**src/rtl/skt_pkg.sv**
```systemverilog
`timescale 1ns / 1ps

package skt_pkg;

	localparam int CAPACITY_DEF = 64;
	localparam int KEY_BITS_DEF = 64;

	localparam int CMD_W     = 2;
	localparam int KEY_W     = 64;
	localparam int PAYLOAD_W = 32;
	localparam int POS_W     = 7;
	localparam int COUNT_W   = 7;

	typedef enum logic [CMD_W-1:0] {
		CMD_LOOKUP = 2'd0,
		CMD_INSERT = 2'd1,
		CMD_CLEAR  = 2'd2,
		CMD_NOP    = 2'd3
	} cmd_t;

	typedef enum logic [1:0] {
		ST_IDLE,
		ST_CMP,
		ST_APPLY
	} state_t;

	// compare outcome of one cell against the broadcast key
	typedef struct packed {
		logic lt;
		logic le;
		logic eq;
	} cell_flags_t;

endpackage

```
**src/rtl/skt_cell.sv**
```systemverilog
`timescale 1ns / 1ps

module skt_cell #(
	parameter int KEY_BITS = skt_pkg::KEY_BITS_DEF
) (
	input  logic                          clk,
	input  logic                          arst_n,
	input  logic                          cmp_en,
	input  logic                          ins_en,
	input  logic                          occ,
	input  logic [KEY_BITS-1:0]           key_in,
	input  logic [skt_pkg::PAYLOAD_W-1:0] payload_in,
	input  logic                          prev_le,
	input  logic [KEY_BITS-1:0]           prev_key,
	input  logic [skt_pkg::PAYLOAD_W-1:0] prev_payload,
	output logic [KEY_BITS-1:0]           key_out,
	output logic [skt_pkg::PAYLOAD_W-1:0] payload_out,
	output skt_pkg::cell_flags_t          flags
);
	import skt_pkg::*;

	logic [KEY_BITS-1:0]  key_q;
	logic [PAYLOAD_W-1:0] payload_q;
	cell_flags_t          flags_q;

	always_ff @(posedge clk or negedge arst_n) begin
		if (!arst_n) begin
			flags_q <= '0;
		end else if (cmp_en) begin
			flags_q.lt <= occ && (key_q < key_in);
			flags_q.le <= occ && (key_q <= key_in);
			flags_q.eq <= occ && (key_q == key_in);
		end
	end

	// cells above the insertion point move up one; the boundary cell takes the new entry
	always_ff @(posedge clk) begin
		if (ins_en && !flags_q.le) begin
			if (prev_le) begin
				key_q     <= key_in;
				payload_q <= payload_in;
			end else begin
				key_q     <= prev_key;
				payload_q <= prev_payload;
			end
		end
	end

	assign key_out     = key_q;
	assign payload_out = payload_q;
	assign flags       = flags_q;

endmodule

```
**config.mk**
```make
export PLATFORM = sky130hd
export DESIGN_NAME = skt_cell
export DESIGN_NICKNAME = d
export VERILOG_FILES = /design/src/rtl/skt_pkg.sv /design/src/rtl/skt_cell.sv
export SDC_FILE = /design/constraint.sdc
export NUM_CORES = 1
export LEC_CHECK = 0
export BUFFER_PORTS_ARGS = -buffer_cell sky130_fd_sc_hd__buf_2
export CORE_ASPECT_RATIO = 0.7
export CORE_MARGIN = 4
export CORE_UTILIZATION = 50
export DETAILED_ROUTE_END_ITERATION = 6
export PLACE_DENSITY = 0.94
export SETUP_SLACK_MARGIN = 0.2
export SLEW_MARGIN = 30
export SYNTH_ARGS = -nofsm -noshare
export SYNTH_HDL_FRONTEND = slang
export SYNTH_SLANG_ARGS = --single-unit
```
**constraint.sdc**
```tcl
create_clock -name clk -period 11.4 [get_ports clk]
set_clock_uncertainty 0.05 [all_clocks]
set_input_delay 1.71 -clock clk [delete_from_list [all_inputs] [get_ports clk]]
set_output_delay 1.71 -clock clk [all_outputs]
set_load 0.005 [all_outputs]
```
Word level (Yosys, flattened, before mapping)
Cells that the tools add are included.
{"block": "op_classes", "mux": 2, "order_cmp": 2, "reduce_logical": 5, "eq_ne": 1}
{"op": "== test 64 bit", "count": 1}
{"op": "<= comparator 64 bit", "count": 1}
{"op": "less-than comparator 64 bit", "count": 1}
{"op": "two-way mux 64 bit", "count": 1}
{"op": "two-way mux 32 bit", "count": 1}
{"op": "logical AND 1 bit", "count": 4}
{"op": "logical NOT 1 bit", "count": 1}
{"block": "totals", "in_bits": 198, "out_inout_bits": 99, "reg_bits": 99, "wordCells": 15}

Logic depth before layout (Yosys ltp)
{"block": "logic_depth", "word_depth": 2, "depth_mapped": 8, "depth_no_buf": 8}

Least setup slack after synthesis
Ideal clock, no wire load.
{"block": "synth_path", "kind": "input to register", "start": "input ins_en", "end": "register key_q[0] (netlist: key_out[0]), enable pin", "t_arrival_ps": 5891, "path_slack_ps": 4896, "stages": 1, "setup_time_ps": 563, "path_buffers": 0, "required_ps": 10787, "cell_sequence": "nor2b_1"}
{"block": "synth_via", "elab_chain_len": 1}
{"item": "start: declaration", "line": "skt_cell.sv:9", "text": "input logic ins_en,"}
{"item": "logical AND 1 bit", "line": "skt_cell.sv:38", "text": "if (ins_en && !flags_q.le) begin"}
{"item": "end signal: assignment", "line": "skt_cell.sv:40", "text": "key_q <= key_in;"}
{"item": "end signal: assignment", "line": "skt_cell.sv:43", "text": "key_q <= prev_key;"}
{"item": "end: declaration", "line": "skt_cell.sv:22", "text": "logic [KEY_BITS-1:0] key_q;"}
Every way passes these cells.
A chain may end at the register's enable or synchronous reset.

Worst setup path after layout
{"block": "layout_path", "start": "input key_in[63]", "end": "register flags_q (netlist bit flags[2])"}
{"block": "layout_via", "elab_chain_len": 2}
{"item": "start: declaration", "line": "skt_cell.sv:11", "text": "input logic [KEY_BITS-1:0] key_in,"}
{"item": "less-than comparator 64 bit", "line": "skt_cell.sv:30", "text": "flags_q.lt <= occ && (key_q < key_in);"}
{"item": "logical AND 1 bit", "line": "skt_cell.sv:30"}
{"item": "end: declaration", "line": "skt_cell.sv:24", "text": "cell_flags_t flags_q;"}
Every way passes these cells.

==> results.ini <==
[run_status]
status = finished, final reports clean

[global_routing]
overflow = 0
gr-usage-all-layers_pct = 23.21
antenna_found_initial = 0
grt_max_degree = 63
grt_pass1_wl_um = 24230
grt_pass1_vias = 4857

[placed_design]
place_area_mm2 = 0.007417
post-dp-hpwl_um = 13290
post-place-cells = 886
numPortBuffers = 296
routabilityCongestion = 0.8347

[clock_network]
htreeDepth = 3
cts_resized = 0
post_cts_buffers = 0
hold_buffers = 0
cts.sinks = 99
clk_latency_ns = 0.32
clk_pin_slew_ns = 0.06
cts.path.max_buffers = 2
root_buffer = clkbuf_16
cts_buffers = 9
cts_tree = yes

[setup_path]
critical_path_class = in2reg
critPathArrivalTime_ns = 3.60
crit_fanout = 4
start_kind = input port
regToRegSetupSlack_ns = 9.06
crit_path_end_kind = flip-flop
worstPathRequired_ns = 11.55
r2r_cells = 7

[timing]
maxSlewHeadroom_pct = 45.98
rsz0062_at_grt = no
hold_violations = 0
finalCritPeriodShare_pct = 30.25
finalMaxSlewViolations = 0
fmax_mhz = 290.0
tns_ns = 0
period_needed_ns = 3.448
setup_viol = 0
worst_slew_pin_slew_ns = 0.8102

[worst_hold_path]
hold_path_class = reg2reg
hold_depth = 1

[detailed_routing]
drc_errors = 0
totalWireLength_um = 16050
drt_iter0_drc = 191
via_count = 4614
first_pass_iters = 4
wl_per_cell_um = 17.77
vias_per_cell = 5.110
ant_nets = 0

[synth]
yosysSeqAreaShare_pct = 51.30
synth-edff-count = 96
ys_warn_count = 0
ys_top_cells_by_area = edfxtp_1, mux2_2, ha_1
avgSynthCellArea_um2 = 12.93
ys_ff_latch = 99
synthArstFlopShare_pct = 3.030
synth_area_mm2 = 0.005766
synth_top_area_cell = edfxtp_1
synthesis.nets = 708
netlist.area_leader.share_pct = 50.00
syn_inst = 446
ys.flop_type = edfxtp_1
ys_types = 39

[power_and_ir_drop]
p_per_area_mw_per_mm2 = 119.0
irDropWorstVdd_mv = 0.08623
leakagePower_nw = 3.741

[final_layout]
drive_above_1_share_pct = 55.47
final_nets = 1007
finalNonFillerCells = 903
finalInstanceArea_mm2 = 0.007714
syn_to_final_growth_pct = 33.79
fillers = 845
n_antenna_cell = 0

[floorplanning]
start_util_pct = 51.80
die_w_um = 136.3
core-area_mm2 = 0.01113
die-area_mm2 = 0.01334
ioPinCount = 297
die_h_um = 97.84
rows = 32

[flow_run]
drv_cap = 0

## worst max-delay path, stage by stage
cell,delay [ns]
buf_2,0.10
inv_1,0.05
ha_1,0.30
nand4_1,0.19
nor4_1,0.58
nand2_1,0.20
o311ai_2,0.35
o2bb2ai_1,0.12
## flip-flops by register name (all words and copies together) (netlist names)
name and count:
flags 3, payload_out 32, key_out 64
## layout by cell type (no fill, tap or decap), types with 4 or more instances in the layout
cell type  netlist  routed
buf_2            4     295
mux2_2          96      96
edfxtp_1        96      96
inv_1           69      69
ha_1            64      64
a21oi_1         25      25
nand2_1         20      20
nand4_1         10      10
clkbuf_16        0       9
o21ai_0          7       7
nand3_1          6       6
nor2_1           5       5
a21o_1           4       4
## per-stage QoR
stage               setup WS [ns]  util, %  hold WS, ns  total power [mW]
floorplan                   4.896        -       0.4274            0.5568
global route                7.759    69.30       0.4734            0.9666
detailed placement          7.552    66.64       0.4423            0.6482
global placement            7.557    66.64       0.4133            0.6383
finish                      7.952    69.30       0.4662            0.9183
CTS                         7.884    69.05       0.4568            0.9249
## report_power, final
group          total, mW  switching, mW  internal, mW  leakage, nW
sequential         0.453         0.0140         0.439        0.959
clock              0.276          0.129         0.147        0.133
combinational      0.189         0.0924        0.0964         2.65
total              0.918          0.236         0.683         3.74
## final timing paths
kind	end	from
worst min-delay path	flags[0]$_DFFE_PN0P_	flags[0]$_DFFE_PN0P_
max in group asynchronous	flags[1]$_DFFE_PN0P_	arst_n
worst max-delay path	flags[2]$_DFFE_PN0P_	key_in[63]
worst min register to register	flags[0]$_DFFE_PN0P_	flags[0]$_DFFE_PN0P_
worst max register to register	flags[2]$_DFFE_PN0P_	key_out[15]$_DFFE_PP_
min in group asynchronous	flags[0]$_DFFE_PN0P_	arst_n
## Yosys cell counts, drive strengths merged (2+ instances only)
| cell type | count |
|---|---|
| a21o | 4 |
| a21oi | 25 |
| nand2 | 20 |
| a221o | 2 |
| nor4 | 2 |
| ha | 64 |
| nor3 | 4 |
| nand3 | 6 |
| nor2 | 5 |
| clkbuf | 5 |
| dfrtp | 3 |
| o21ai | 8 |
| edfxtp | 96 |
| buf | 6 |
| and4 | 4 |
| a221oi | 2 |
| inv | 69 |
| nand4 | 10 |
| mux2 | 96 |
## area by class of cell
cell class	count	area, µm²	area share (%)
clock buffers	9	225.2	2.920
clock inverters	7	43.79	0.5677
inverters	69	259.0	3.358
multi-input cells	267	2510	32.54
flip-flops and latches	99	2958	38.35
well taps	153	191.4	2.482
repair buffers	299	1526	19.79
## logic make-up after synthesis
| family | count (synthesis) | share of synthesized area (%) |
|---|---|---|
| AOI/OAI and AO/OA | 51 | 5.513 |
| adders and majority gates | 64 | 13.89 |
| buffers and inverters | 80 | 5.295 |
| DFF | 99 | 51.30 |
| muxes | 96 | 18.75 |
| and+or+nand+nor | 56 | 5.252 |
## metal layers
metal  wire (µm)  GRT usage (%)  up-vias  part of all wire [%]
li1            -              -     2244                     -
met2        8195          41.50      187                    51
met1        5936          26.08     2161                    37
met4         331          5.190        0                   2.1
met5           0              0        -                     0
met3        1583          9.217       22                   9.9
(Power assumes the default switching activity.)
